File: src/rtl/lpht_pkg.sv
`timescale 1ns / 1ps
`default_nettype none
// ----------------------------------------------------------------------------
// Linear probe hash table package
// Shared types and constants for the controller and datapath of the
// linear probing hash table unit.
// ----------------------------------------------------------------------------
package lpht_pkg;

    // Fixed port widths.
    localparam int KEY_W    = 16;
    localparam int STATUS_W = 2;
    localparam int SLOT_W   = 4;

    // Result status codes.
    typedef enum logic [STATUS_W-1:0] {
        ST_OK        = 2'd0,
        ST_NOT_FOUND = 2'd1,
        ST_FULL      = 2'd2
    } t_status;

    // Request type codes.
    typedef enum logic {
        REQ_INSERT = 1'b0,
        REQ_SEARCH = 1'b1
    } t_req;

    // Controller states.
    typedef enum logic [2:0] {
        S_CLEAR,
        S_IDLE,
        S_HASH,
        S_PRIME,
        S_CHECK,
        S_OUT
    } t_state;

    // Commands from the controller to the datapath.
    typedef struct packed {
        logic clr_write;
        logic load;
        logic hash_step;
        logic prime;
        logic check;
        logic out_load;
    } t_dp_cmd;

    // Status from the datapath to the controller.
    typedef struct packed {
        logic clr_last;
        logic hash_last;
        logic chk_done;
        logic out_free;
    } t_dp_sts;

endpackage
`default_nettype wire

File: src/rtl/lpht_ctrl.sv
`timescale 1ns / 1ps
`default_nettype none
// ----------------------------------------------------------------------------
// Linear probe hash table controller
// State machine that sequences the clearing pass, the hash computation,
// the probe loop and the result hand-off.
// ----------------------------------------------------------------------------
module lpht_ctrl
    import lpht_pkg::*;
(
    input  wire logic    i_clk,
    input  wire logic    i_rst_n,
    input  wire logic    i_in_valid,
    output logic         o_in_stall,
    input  wire t_dp_sts i_sts,
    output t_dp_cmd      o_cmd
);

    t_state r_state;
    t_state n_state;

    // State register.
    always_ff @(posedge i_clk) begin
        if (!i_rst_n) begin
            r_state <= S_CLEAR;
        end else begin
            r_state <= n_state;
        end
    end

    // Next state.
    always_comb begin
        n_state = r_state;
        case (r_state)
            S_CLEAR: begin
                if (i_sts.clr_last) begin
                    n_state = S_IDLE;
                end
            end
            S_IDLE: begin
                if (i_in_valid) begin
                    n_state = S_HASH;
                end
            end
            S_HASH: begin
                if (i_sts.hash_last) begin
                    n_state = S_PRIME;
                end
            end
            S_PRIME: begin
                n_state = S_CHECK;
            end
            S_CHECK: begin
                if (i_sts.chk_done) begin
                    n_state = S_OUT;
                end
            end
            S_OUT: begin
                if (i_sts.out_free) begin
                    n_state = S_IDLE;
                end
            end
            default: begin
                n_state = S_CLEAR;
            end
        endcase
    end

    // Command outputs.
    always_comb begin
        o_cmd      = '0;
        o_in_stall = 1'b1;
        case (r_state)
            S_CLEAR: begin
                o_cmd.clr_write = 1'b1;
            end
            S_IDLE: begin
                o_in_stall = 1'b0;
                o_cmd.load = i_in_valid;
            end
            S_HASH: begin
                o_cmd.hash_step = 1'b1;
            end
            S_PRIME: begin
                o_cmd.prime = 1'b1;
            end
            S_CHECK: begin
                o_cmd.check = 1'b1;
            end
            S_OUT: begin
                o_cmd.out_load = i_sts.out_free;
            end
            default: begin
                o_cmd = '0;
            end
        endcase
    end

endmodule
`default_nettype wire

File: src/rtl/lpht_dpath.sv
`timescale 1ns / 1ps
`default_nettype none
// ----------------------------------------------------------------------------
// Linear probe hash table datapath
// Slot memory, modulo unit for the home slot, probe address logic and
// the output register.
// ----------------------------------------------------------------------------
module lpht_dpath
    import lpht_pkg::*;
#(
    parameter int TABLE_SIZE = 16,
    parameter int KEY_BITS   = 16
) (
    input  wire logic              i_clk,
    input  wire logic              i_rst_n,
    input  wire t_dp_cmd           i_cmd,
    output t_dp_sts                o_sts,
    input  wire logic              i_req_type,
    input  wire logic [KEY_W-1:0]  i_key,
    output logic                   o_out_valid,
    input  wire logic              i_out_stall,
    output logic [STATUS_W-1:0]    o_status,
    output logic [SLOT_W-1:0]      o_slot
);

    // Derived widths.
    localparam int AW  = (TABLE_SIZE > 1) ? $clog2(TABLE_SIZE) : 1;
    localparam int KW  = (KEY_BITS < KEY_W) ? KEY_BITS : KEY_W;
    localparam int SH  = KW + AW;
    localparam int MW  = SH + KW;
    localparam int RW  = (KW > AW) ? KW : AW;
    localparam int XW  = (AW > SLOT_W) ? AW : SLOT_W;
    localparam logic [AW-1:0] LAST_SLOT = AW'(TABLE_SIZE - 1);
    localparam logic [AW:0]   MODULUS   = (AW + 1)'(TABLE_SIZE);
    // Rounded-up reciprocal of the table size, exact for every key of KW bits.
    localparam logic [KW:0]   RECIP     =
        (KW + 1)'(((64'd1 << SH) + 64'(TABLE_SIZE) - 64'd1) / 64'(TABLE_SIZE));

    // Slot memory: a used flag above the stored key.
    logic [KW:0]       r_mem [TABLE_SIZE];
    logic [KW:0]       r_rd_data;

    logic [KW-1:0]     r_key;
    logic [MW-1:0]     r_prod;
    logic              r_dig;
    logic [AW-1:0]     r_rem;
    logic              r_is_search;
    logic [AW-1:0]     r_addr;
    logic [AW-1:0]     r_chk;
    logic [AW-1:0]     r_count;
    t_status           r_res_status;
    logic [AW-1:0]     r_res_slot;
    logic              r_out_valid;
    logic [STATUS_W-1:0] r_status;
    logic [SLOT_W-1:0] r_slot;

    logic [AW-1:0]     rd_addr;
    logic              mem_we;
    logic [AW-1:0]     mem_waddr;
    logic [KW:0]       mem_wdata;
    logic [KW-1:0]     quot;
    logic [KW+AW:0]    quot_mul;
    logic [RW-1:0]     rem_full;
    logic              slot_used;
    logic              key_hit;
    logic              probe_last;
    logic              chk_done;
    t_status           chk_status;
    logic [XW-1:0]     slot_ext;

    function automatic logic [AW-1:0] addr_next(input logic [AW-1:0] a);
        logic [AW-1:0] r;
        r = (a == LAST_SLOT) ? '0 : a + AW'(1);
        return r;
    endfunction

    // Home slot: the registered product with the reciprocal gives the quotient,
    // and the remainder follows from one multiply and subtract.
    assign quot     = r_prod[MW-1:SH];
    assign quot_mul = (KW + AW + 1)'(quot) * (KW + AW + 1)'(MODULUS);
    assign rem_full = RW'(r_key) - quot_mul[RW-1:0];

    // Probe evaluation of the slot whose contents sit in the read register.
    assign slot_used  = r_rd_data[KW];
    assign key_hit    = slot_used && (r_rd_data[KW-1:0] == r_key);
    assign probe_last = (r_count == LAST_SLOT);
    assign chk_done   = !slot_used || (r_is_search && key_hit) || probe_last;

    always_comb begin
        if ((!slot_used && !r_is_search) || (r_is_search && key_hit)) begin
            chk_status = ST_OK;
        end else if (r_is_search) begin
            chk_status = ST_NOT_FOUND;
        end else begin
            chk_status = ST_FULL;
        end
    end

    // Memory port control.
    assign rd_addr   = i_cmd.prime ? r_rem : r_addr;
    assign mem_we    = i_cmd.clr_write || (i_cmd.check && !r_is_search && !slot_used);
    assign mem_waddr = i_cmd.clr_write ? r_addr : r_chk;
    assign mem_wdata = i_cmd.clr_write ? '0 : {1'b1, r_key};

    always_ff @(posedge i_clk) begin
        if (mem_we) begin
            r_mem[mem_waddr] <= mem_wdata;
        end
        r_rd_data <= r_mem[rd_addr];
    end

    // Control registers: probe address and output valid.
    always_ff @(posedge i_clk) begin
        if (!i_rst_n) begin
            r_addr      <= '0;
            r_out_valid <= 1'b0;
        end else begin
            if (i_cmd.clr_write) begin
                r_addr <= addr_next(r_addr);
            end else if (i_cmd.prime) begin
                r_addr <= addr_next(r_rem);
            end else if (i_cmd.check && !chk_done) begin
                r_addr <= addr_next(r_addr);
            end
            if (i_cmd.out_load) begin
                r_out_valid <= 1'b1;
            end else if (!i_out_stall) begin
                r_out_valid <= 1'b0;
            end
        end
    end

    // Request, hash and probe payload registers.
    always_ff @(posedge i_clk) begin
        if (i_cmd.load) begin
            r_key       <= i_key[KW-1:0];
            r_dig       <= 1'b0;
            r_rem       <= '0;
            r_is_search <= (i_req_type == REQ_SEARCH);
        end
        if (i_cmd.hash_step) begin
            if (!r_dig) begin
                r_prod <= MW'(r_key) * MW'(RECIP);
            end else begin
                r_rem <= rem_full[AW-1:0];
            end
            r_dig <= !r_dig;
        end
        if (i_cmd.prime) begin
            r_chk   <= r_rem;
            r_count <= '0;
        end
        if (i_cmd.check) begin
            if (chk_done) begin
                r_res_status <= chk_status;
                r_res_slot   <= (chk_status == ST_OK) ? r_chk : '0;
            end else begin
                r_chk   <= r_addr;
                r_count <= r_count + AW'(1);
            end
        end
    end

    // Output register.
    assign slot_ext = XW'(r_res_slot);

    always_ff @(posedge i_clk) begin
        if (i_cmd.out_load) begin
            r_status <= r_res_status;
            r_slot   <= slot_ext[SLOT_W-1:0];
        end
    end

    assign o_out_valid     = r_out_valid;
    assign o_status        = r_status;
    assign o_slot          = r_slot;
    assign o_sts.clr_last  = (r_addr == LAST_SLOT);
    assign o_sts.hash_last = r_dig;
    assign o_sts.chk_done  = chk_done;
    assign o_sts.out_free  = !r_out_valid || !i_out_stall;

    // A failed request never reports a slot.
    a_slot_zero_on_fail: assert property (@(posedge i_clk) disable iff (!i_rst_n)
        (o_out_valid && (o_status != ST_OK)) |-> (o_slot == '0))
        else $error("nonzero slot with failing status");

    // The home slot produced by the modulo unit lies inside the table.
    a_home_in_range: assert property (@(posedge i_clk) disable iff (!i_rst_n)
        i_cmd.prime |-> (r_rem <= LAST_SLOT))
        else $error("home slot outside the table");

    // The read-ahead address is always one slot beyond the checked slot.
    a_read_ahead: assert property (@(posedge i_clk) disable iff (!i_rst_n)
        i_cmd.check |-> (r_addr == addr_next(r_chk)))
        else $error("read-ahead address out of step with checked slot");

    // A probe that keeps going advances the probe count by one.
    a_count_step: assert property (@(posedge i_clk) disable iff (!i_rst_n)
        (i_cmd.check && !chk_done) |=> (r_count == $past(r_count) + AW'(1)))
        else $error("probe count did not advance");

endmodule
`default_nettype wire

File: src/rtl/linear_probe_hash_table_unit.sv
`timescale 1ns / 1ps
`default_nettype none
// Sequence: accept, then hash (reciprocal multiply, then remainder), a memory prime,
// one check per probed slot (1 to TABLE_SIZE slots), and an output load.
// Requests: a new one is taken only after the last result loads into the output register, which
// can wait behind a stalled output; the one-read-per-cycle slot memory sets the probe rate.
// Reset: a clearing pass empties every slot; input stalls until done.
// ----------------------------------------------------------------------------
// Linear probe hash table unit
// Open-addressing hash table with linear probing: insert or search one
// key per transaction, one result transaction per request.
// ----------------------------------------------------------------------------
module linear_probe_hash_table_unit
    import lpht_pkg::*;
#(
    parameter int TABLE_SIZE = 16,
    parameter int KEY_BITS   = 16
) (
    input  wire logic                i_clk,
    input  wire logic                i_rst_n,
    input  wire logic                i_in_valid,
    output logic                     o_in_stall,
    input  wire logic                i_req_type,
    input  wire logic [KEY_W-1:0]    i_key,
    output logic                     o_out_valid,
    input  wire logic                i_out_stall,
    output logic [STATUS_W-1:0]      o_status,
    output logic [SLOT_W-1:0]        o_slot
);

    t_dp_cmd cmd;
    t_dp_sts sts;

    // Sequencer.
    lpht_ctrl u_ctrl (
        .i_clk      (i_clk),
        .i_rst_n    (i_rst_n),
        .i_in_valid (i_in_valid),
        .o_in_stall (o_in_stall),
        .i_sts      (sts),
        .o_cmd      (cmd)
    );

    // Slot memory, hashing and result path.
    lpht_dpath #(
        .TABLE_SIZE (TABLE_SIZE),
        .KEY_BITS   (KEY_BITS)
    ) u_dpath (
        .i_clk       (i_clk),
        .i_rst_n     (i_rst_n),
        .i_cmd       (cmd),
        .o_sts       (sts),
        .i_req_type  (i_req_type),
        .i_key       (i_key),
        .o_out_valid (o_out_valid),
        .i_out_stall (i_out_stall),
        .o_status    (o_status),
        .o_slot      (o_slot)
    );

endmodule
`default_nettype wire
File: config.mk
export PLATFORM = sky130hd
export DESIGN_NAME = linear_probe_hash_table_unit
export DESIGN_NICKNAME = d
export VERILOG_FILES = /design/src/rtl/lpht_pkg.sv /design/src/rtl/lpht_ctrl.sv /design/src/rtl/lpht_dpath.sv /design/src/rtl/linear_probe_hash_table_unit.sv
export SDC_FILE = /design/constraint.sdc
export NUM_CORES = 1
export LEC_CHECK = 0
export ABC_AREA = 1
export BUFFER_PORTS_ARGS = -buffer_cell sky130_fd_sc_hd__buf_2
export CORE_MARGIN = 8
export CORE_UTILIZATION = 40
export DETAILED_ROUTE_END_ITERATION = 10
export GPL_TIMING_DRIVEN = 1
export PLACE_DENSITY = 0.62
export SYNTH_ARGS = -nofsm -noshare
export SYNTH_HDL_FRONTEND = slang
export SYNTH_SLANG_ARGS = --single-unit
File: constraint.sdc
create_clock -name i_clk -period 3.05 [get_ports i_clk]
set_input_delay 0.7625 -clock i_clk [delete_from_list [all_inputs] [get_ports i_clk]]
set_output_delay 0.7625 -clock i_clk [all_outputs]
set_load 0.05 [all_outputs]
======== Word level (Yosys, flattened, before mapping) ========
Memories as Yosys holds them, arrays and structs flattened. A register that Yosys moved wholly into a read port is not among the register bits.
Cells that the tools add are included.
word-level totals
  bits in registers ....................... 50
  bits in writable memories ............... 272
  output and inout port bits .............. 8
  memories kept ........................... 1
cells by class
  add/sub/neg operators ................... 4
  eq/ne operators ......................... 15
  muxes and demuxes ....................... 38
  reduce and logical (&&, ||, !) cells .... 23
memories
  memory         words  width  rd ports  clocked after Yosys merged registers in  write ports  RTL line          text
  u_dpath.r_mem  16     17     1         1                                        1            lpht_dpath.sv:40  logic [KW:0] r_mem [TABLE_SIZE];
operators by type and width
  cell                   count
  $mux W4                16
  $pmux W3 S6            1
  $mux W17               1
  $eq A16 B16 Y1         1
  $mux W3                5
  $mux W1                13
  $add A4 B1 Y4 const B  3
  $eq A4 B4 Y1 const B   3
  $ne A2 B1 Y1 const B   4
  $eq A3 B2 Y1 const B   2
  $eq A3 B3 Y1 const B   2
  $logic_and A1 B1 Y1    6
  $logic_not A1 Y1       6
  $logic_or A1 B1 Y1     5
  $reduce_and A5 Y1      1
  $mux W2                2
  $ne A2 B2 Y1 const B   2
  $sub A4 B1 Y4 const B  1
  $eq A3 B1 Y1 const B   1
  $logic_not A3 Y1       1
  $reduce_bool A3 Y1     1
  $logic_not A2 Y1       1
  $reduce_and A2 Y1      1
  $reduce_bool A2 Y1     1

======== Depth between registers and ports, before layout ========
Gate-level depths: netlist of run 1.
  depth in word-level cells ............... 10
  mapped depth ............................ 12
  gate-level depth less buffers ........... 12

======== Modules after synthesis ========
Synthesis of run 1 repeated with hierarchy kept, for this count alone.
unflattened totals
  cells, all modules ...................... 1227
  area total of the unflattened synthesis .. 14101.0 µm²
by module, submodules not included
  module      instances  cells an instance  area an instance (µm²)  sequential area each (µm²)
  lpht_dpath  1          1175               13818.3                 9749.4
  lpht_ctrl   1          52                 282.8                   60.1

======== Worst setup path before layout of run 1 ========
Ideal clock, no wire load.
  path kind ............................... flip-flop to flip-flop
  start point ............................. reg u_ctrl.r_state[2]
  end point ............................... mem u_dpath.r_mem[0][0] (netlist name) (enable)
  setup time .............................. 391 ps
  arrival time ............................ 2062 ps
  path slack .............................. 598 ps
  cell stages (with the launch flop) ...... 7
  period minus slack after synthesis ...... 2452 ps
  cell sequence ........................... dfxtp_1 > nand2_1 > nor2_1 > inv_1 > o31ai_1 > nand3_1 > nor2_1
on the way
  cells in the longest elaborated chain, start to end .. 7
ends and longest elaborated chain
  what                              RTL line           text
  start: declaration                lpht_ctrl.sv:19    t_state r_state;
  start signal: assignment          lpht_ctrl.sv:27    r_state <= n_state;
  $eq A3 B3 Y1                      lpht_ctrl.sv:73    case (r_state)
  $mux W1                           lpht_ctrl.sv:73
  $logic_and A1 B1 Y1 (2 in a row)  lpht_dpath.sv:101  assign mem_we = i_cmd.clr_write || (i_cmd.check && !r_is_search && !slot_used);
  $logic_or A1 B1 Y1                lpht_dpath.sv:101
  $mux W1                           lpht_dpath.sv:106  if (mem_we) begin
  $mux W1 (not written as such)     lpht_dpath.sv:107  r_mem[mem_waddr] <= mem_wdata;
  end: declaration                  lpht_dpath.sv:40
Several ways; a longest one is shown, not always the timed one.

======== Worst setup path in the final report of run 1 ========
  start point ............................. reg u_ctrl.r_state[2]
  end point ............................... mem u_dpath.r_mem[0][2] (netlist name) (enable)
Same word-level chain as after synthesis.

==> impl_metrics.csv, run 1 <==
group,metric,value,unit
drt,drcViolationCount,0,
layout,area_growth_syn_to_layout,15.44,%
sta,fin_crit_sh,0.8491,
floorplanning,rows,68,
grt,first_global_vias,8429,
worst_setup_path,cp_common_cell,"buf_4",
cts,cts_resized,0,
worst_setup_path,crit_fanout,13,
yosys,ys_warn_count,0,
floorplanning,initial_core_util,0.4013,
worst_setup_path,rr_startpoint,"u_ctrl.r_state[2]",
floorplanning,core_area,34200,µm²
worst_setup_path,r2r_slack,0.46,ns
drt,antenna_left,0,
yosys,synthCells,1145,
worst_setup_path,r2r_cells,8,
sta,fin_crit,2.590,ns
grt,antenna_found_initial,0,
sta,grt_setup_unrepaired,"no",
grt,grt_pass1_wl,50.07,mm
placement,detailedPlace.worstSlack,0.4469,ns
drt,num_vias,8690,
worst_setup_path,critical_path.slowest_cell,"dfxtp_1",
sta,finalHoldViolations,0,
cts,ctsHoldBuffers,0,
job,drv_cap,0,
min_path,holdPathEnd,"u_dpath.o_status[0]",
yosys,ys_types,36,
cts,clk_latency,0.52,ns
grt,grt_max_degree,118,
grt,gr-total-overflow,0,
floorplanning,ios,29,
floorplanning,die_x,201.2,µm
layout,drive_above_1_share,0.1453,
sta,setup_viol,0,
drt,wl_per_cell,19.18,µm
min_path,holdPathStages,0,
floorplanning,die_h,201.2,µm
cts,cts_tree,"yes",
cts,htree_levels,2,
layout,diodes,0,
yosys,syn-num-nets,1169,
sta,fin_setup_tns,0,ns
cts,clk_pin_slew,0.06,ns
cts,cts_buffers,36,
drt,drt_first_pass_iters,5,
worst_setup_path,path_cells,"nand2_1 -> nor2_1 -> inv_1 -> o31ai_1 -> buf_4 -> nand3_1 -> nor2_2 -> buf_4",
sta,fmax,0.3862,GHz
cts,cts_root_buf,"clkbuf_16",
worst_setup_path,r2r-end,"u_dpath.r_mem[0][2]",
sta,slew_violations,0,
worst_setup_path,critical_path_arrival,2.78,ns
placement,place_congestion,0.8147,
sta,final.setup_skew,0.02191,ns
pwr,power.leakage,0.005605,µW
worst_setup_path,critPathRequiredTime,3.24,ns
worst_setup_path,path_class,"register to register",
cts,post-cts-setup-buffers,0,
min_path,min_from,"u_dpath.r_res_status[0]",
drt,first_iter_violations,768,
worst_setup_path,cpPeakStageDelay,0.47,ns
yosys,netlist_area,13720,µm²
layout,nets,1236,
sta,worst_pin_slew,0.9644,ns
worst_setup_path,endpoint_kind,"register",
sta,holdWs,0.4168,ns
drt,viasPerCell,5.130,
floorplanning,die-area,40490,µm²
yosys,synth.avg_cell_area,11.99,µm²
sta,fin_ws,0.4603,ns
worst_setup_path,startpoint_type,"register",
cts,cts.sinks,339,
run_status,status,"finished, final reports clean",
drt,drt-total-wl,32.49,mm
placement,port_buffers,28,
pwr,ir_drop,0.6171,mV
yosys,ys_ff_latch,339,
placement,dp_hpwl,20.17,mm
sta,slew_headroom,0.3563,
min_path,hold_class,"register to register",
grt,grtUsageTotal,0.1575,
yosys,yosysSeqAreaShare,0.7147,
pwr,p_per_area,1049,nW/µm²
cts,clk_path_buf_depth,3,
sequential cells by signal, indices dropped and copies added (netlist names):
name                  cells
u_dpath.r_dig             1
u_dpath.r_count           4
u_dpath.r_chk             4
u_dpath.r_res_slot        4
u_dpath.r_addr            4
u_dpath.o_status          2
u_dpath.r_res_status      2
u_dpath.r_rd_data        17
u_dpath.r_mem           272
u_dpath.r_is_search       1
u_dpath.o_out_valid       1
u_dpath.o_slot            4
u_dpath.r_key            16
u_dpath.r_rem             4
u_ctrl.r_state            3
per-stage QoR:
| step | util | total power [µW] | cells | area (µm²) |
|---|---|---|---|---|
| 6_report | 0.4632 | 16620 | 1694 | 15840 |
| 5_1_grt | 0.4632 | 17530 | 1694 | 15840 |
| 4_1_cts | 0.4632 | 16700 | 1694 | 15840 |
| 3_5_place_dp | 0.4303 | 12540 | 1629 | 14720 |
| 3_3_place_gp | 0.4303 | 12440 | 1629 | 14720 |
| 2_1_floorplan | - | 10590 | 1145 | 13720 |
cell type report:
class                   instances  area [µm²]
well taps                     455       569.3
multi-input cells             678        3362
clock inverters                20       148.9
clock buffers                  45       975.9
flip-flops and latches        339        9809
repair buffers                 85       705.7
fillers                      3079       18360
inverters                      72       272.8
cell families after synthesis:
group,synth area share
AOI/OAI and AO/OA,0.1098
xor gates and xnor gates,0.005744
adders and majority gates,0.002735
buffers and inverters,0.04431
DFF,0.7147
muxes,0.0007294
and+or+nand+nor,0.1220
routing by layer:
metal  wire length (µm)  track usage
met5                  0            0
met4                680      0.04253
met3               1649      0.02348
met2              15770       0.2643
met1              14390       0.2114
critical path: cells and delay by family (launching register included):
kind | cells | cell delay [ns]
AND/OR/NAND/NOR | 4 | 0.86
buffers and inverters | 3 | 0.66
flip-flops | 1 | 0.47
AO/OA/AOI/OAI | 1 | 0.29
report_power, final:
part / total [µW] / switching, µW / leakage, µW / internal (µW)
registers: 7310 / 462 / 0.00310 / 6850
logic: 5130 / 3560 / 0.00196 / 1570
clock network: 4170 / 1730 / 0.000544 / 2440
placed cells by master, fill, tap and decap left out, drive strengths merged, types with 2 or more instances in the layout:
master    instances
o31ai             3
o21bai            2
clkbuf           45
nor3              2
xor2              3
nand4             2
inv              73
xnor2             6
a21oi             7
bufinv            2
ha                3
edfxtp          302
nand3            50
o211ai           68
buf              85
dfxtp            37
nor2            276
nand3b            2
clkinvlp          2
nand2            90
o21ai           160
clkinv           15
cell usage after synthesis, drive strengths merged:
| library cell | count | area share |
|---|---|---|
| buf | 47 | 0.022 |
| a21oi | 7 | 0.0036 |
| a31oi | 1 | 0.00046 |
| inv | 71 | 0.019 |
| o31ai | 3 | 0.0016 |
| xor2 | 3 | 0.0019 |
| nand4 | 2 | 0.00091 |
| mux2i | 1 | 0.00073 |
| nor2 | 276 | 0.076 |
| o211ai | 68 | 0.041 |
| edfxtp | 302 | 0.66 |
| o21bai | 2 | 0.0011 |
| nor3 | 2 | 0.00073 |
| o22ai | 1 | 0.00046 |
| nand3b | 2 | 0.0011 |
| xnor2 | 6 | 0.0038 |
| a211oi | 1 | 0.00055 |
| dfxtp | 37 | 0.054 |
| clkbuf | 9 | 0.0026 |
| o21ai | 160 | 0.061 |
| ha | 3 | 0.0027 |
| nand3 | 50 | 0.018 |
| nand2 | 90 | 0.025 |
| clkinv | 1 | 0.00027 |
worst max-delay path by stage:
stage / start / end / slack (ns) / depth (start not counted)
CTS: u_ctrl.r_state[2] / u_dpath.r_mem[0][2] / 0.41 / 8
detailed placement: u_ctrl.r_state[2] / u_dpath.r_mem[0][6] / 0.45 / 8
finish: u_ctrl.r_state[2] / u_dpath.r_mem[0][2] / 0.46 / 8
floorplan: u_ctrl.r_state[2] / u_dpath.r_mem[0][0] / 0.60 / 6
global placement: u_ctrl.r_state[2] / u_dpath.r_mem[0][11] / 0.46 / 8
global route: u_ctrl.r_state[2] / u_dpath.r_mem[0][11] / 0.24 / 8
Power figures use the tool's default switching activity.
==> inputs of run 2 (changes only) <==
Settings changed: ABC_AREA 1 to 0, PLACE_DENSITY 0.62 to 0.64.
Clock period 3.05 ns to 2.2 ns, I/O delays scaled along.
==> run 2 against run 1 <==
Compared with the run above: largest cell class unchanged; critical endpoint is now u_dpath.r_rd_data[4]; utilization up 3.1 points; combinational power down 78%; hold slack worse by 0.21 ns; die area up 0.57%; global-route usage up 0.31 points.
==> impl_metrics.csv, run 2 <==
group,metric,value,unit
sta,finalHoldViolations,0,
pwr,p_per_area,817.2,nW/µm²
yosys,synth.avg_cell_area,14.99,µm²
sta,grt_setup_unrepaired,"yes",
drt,antenna_left,0,
worst_setup_path,endpoint_kind,"register",
floorplanning,ios,29,
run_status,status,"finished, final reports clean",
yosys,synth_compound_area_frac,0.09323,
grt,grtUsageTotal,0.1606,
sta,slew_violations,0,
pwr,finalPower,13850,µW
yosys,synth_xor_area_frac,0.01078,
floorplanning,rows,68,
worst_setup_path,rr_startpoint,"u_ctrl.r_state[1]",
yosys,synth_area_leaders,"edfxtp_1 66%, mux2i_1 7.8%, dfxtp_1 5.4%",
yosys,yosysTopAreaCell,"edfxtp_1",
sta,fin_crit,2.179,ns
min_path,holdPathStages,1,
worst_setup_path,r2r_slack,0.02,ns
floorplanning,die_x,201.8,µm
grt,grt_max_degree,30,
floorplanning,die_h,201.8,µm
cts,cts_root_buf,"clkbuf_16",
worst_setup_path,r2r_cells,9,
yosys,syn-num-nets,945,
cts,cts.sinks,339,
drt,drcViolationCount,0,
layout,diodes,0,
cts,ctsHoldBuffers,0,
placement,port_buffers,28,
yosys,synth-simple-area-share,0.07565,
yosys,synthAdderAreaFrac,0.002718,
sta,holdWs,0.2115,ns
sta,fin_setup_tns,0,ns
yosys,synthCells,921,
yosys,netlist_area,13810,µm²
yosys,synth.most_common_cell,"edfxtp_1",
pwr,ir_drop,0.4854,mV
yosys,synth.top_cell.area_share,0.6567,
yosys,synth_top_family_by_area,"compound AO/OA/AOI/OAI gates",
layout,regMostFlops,"u_dpath.r_mem",
drt,drt_first_pass_iters,5,
grt,antenna_found_initial,0,
sta,fmax,0.4590,GHz
yosys,ys_ff_latch,339,
yosys,ys_warn_count,0,
cts,clk_path_buf_depth,3,
sta,final.setup_skew,0.01620,ns
cts,clk_latency,0.53,ns
sta,fin_crit_sh,0.9903,
placement,dp_cells,1450,
yosys,synth_edf_count,302,
yosys,synth.mux.area_fraction,0.08100,
layout,nets,1080,
grt,gr-total-overflow,0,
grt,first_global_vias,8150,
layout,layout_common_cells,"302 x edfxtp_1, 102 x mux2i_1, 89 x buf_4",
worst_setup_path,path_class,"register to register",
cts,htree_levels,2,
sta,worst_pin_slew,0.6981,ns
layout,largest_reg_flops,272,
drt,viasPerCell,5.368,
layout,stdcell_count,1538,
cts,cts_buffers,36,
yosys,synthTopCellsByCount,"302 x edfxtp_1, 107 x mux2i_1, 92 x nand2_1, 43 x a21oi_1, 40 x nor2_1",
placement,place_congestion,0.8148,
min_path,holdPathEnd,"u_dpath.r_key[6]",
yosys,async_flop_share,0,
sta,setup_viol,0,
min_path,hold_class,"input port to register",
layout,drive_above_1_share,0.2705,
drt,first_iter_violations,690,
drt,num_vias,8256,
worst_setup_path,critPathRequiredTime,2.60,ns
grt,grt_pass1_wl,50.02,mm
worst_setup_path,r2r-end,"u_dpath.r_rd_data[4]",
placement,dp_hpwl,20.42,mm
drt,wl_per_cell,22.28,µm
drt,drt-total-wl,34.26,mm
placement,detailedPlace.worstSlack,-0.2976,ns
layout,reg.largest.list,"u_dpath.r_mem x272, u_dpath.r_rd_data x17, u_dpath.r_key x16",
layout,area_growth_syn_to_layout,22.71,%
floorplanning,die-area,40730,µm²
worst_setup_path,startpoint_type,"register",
floorplanning,initial_core_util,0.4028,
worst_setup_path,crit_fanout,15,
yosys,yosysSeqAreaShare,0.7103,
sta,fin_ws,0.02131,ns
layout,final_common_cell,"edfxtp_1",
sta,slew_headroom,0.5335,
cts,cts_tree,"yes",
cts,clk_pin_slew,0.06,ns
job,drv_cap,0,
pwr,power.leakage,0.006492,µW
floorplanning,core_area,34290,µm²
yosys,ys_types,57,
yosys,synth_ff_type,"edfxtp_1",
worst_setup_path,critical_path_arrival,2.58,ns
min_path,min_from,"i_key[6]",
==> run 2: kinds of logic (layout without fill, tap and decap cells) <==
logic type               count (synthesis)  count (layout)
AO/OA/AOI/OAI                          173             173
XOR/XNOR                                17              17
adder cells (fa/ha/maj)                  3               3
buffers and inverters                   60             221
flip-flops                             339             339
multiplexers                           111             112
AND/OR/NAND/NOR                        218             218
==> run 2: final cells by class <==
type | instances | area, µm²
clock buffer | 48 | 965.9
clock inverter | 17 | 113.9
fill | 2829 | 17340
inverter | 6 | 22.52
multi-input combinational | 523 | 4005
sequential | 339 | 9816
tap | 455 | 569.3
timing repair buffer | 150 | 1454
==> run 2: through the flow <==
stage	instance area, µm²	utilization
2_1_floorplan	13830	-
3_3_place_gp	15300	0.4462
3_5_place_dp	15300	0.4462
4_1_cts	16550	0.4828
5_1_grt	16950	0.4942
6_report	16950	0.4942
==> run 2: worst max-delay path, stage by stage (launching register included) <==
cell	delay, ns
dfxtp_4	0.36
buf_4	0.15
and4b_2	0.25
buf_4	0.16
a21o_4	0.22
buf_12	0.15
and2_0	0.17
a211oi_2	0.21
a31oi_1	0.06
a221o_1	0.32
==> run 2: worst max-delay path by stage <==
| stage | startpoint | end | slack (ns) | cells after the start |
|---|---|---|---|---|
| finish | u_ctrl.r_state[1] | u_dpath.r_rd_data[4] | 0.02 | 9 |
| global route | u_ctrl.r_state[0] | u_dpath.r_rd_data[4] | -0.1 | 10 |
| CTS | u_ctrl.r_state[1] | u_dpath.r_rd_data[9] | 0.004 | 9 |
| floorplan | u_ctrl.r_state[2] | u_dpath.r_mem[14][0] | -0.17 | 6 |
| detailed placement | u_ctrl.r_state[0] | u_dpath.r_rd_data[3] | -0.30 | 10 |
| global placement | u_ctrl.r_state[0] | u_dpath.r_rd_data[3] | -0.29 | 10 |
==> run 2: power by group <==
group / total [µW] / leakage (µW) / switching (µW) / internal (µW)
Clock: 5510 / 0.000527 / 2400 / 3110
Sequential: 7190 / 0.00336 / 74.2 / 7110
Combinational: 1150 / 0.00260 / 644 / 504
==> run 2: what timing repair did <==
item	in CTS	in global routing
endpoints found under the setup margin	49	243
gates cloned	1	2
pin swaps	4	20
setup buffers	4	16
gates resized for setup	21	47
==> run 2: per-layer routing <==
layer,share of wire,vias up,global-route usage
met5,0,-,0
met4,0.026,0,0.05348
li1,-,3825,-
met3,0.065,63,0.02754
met1,0.43,4103,0.2171
met2,0.47,265,0.2599
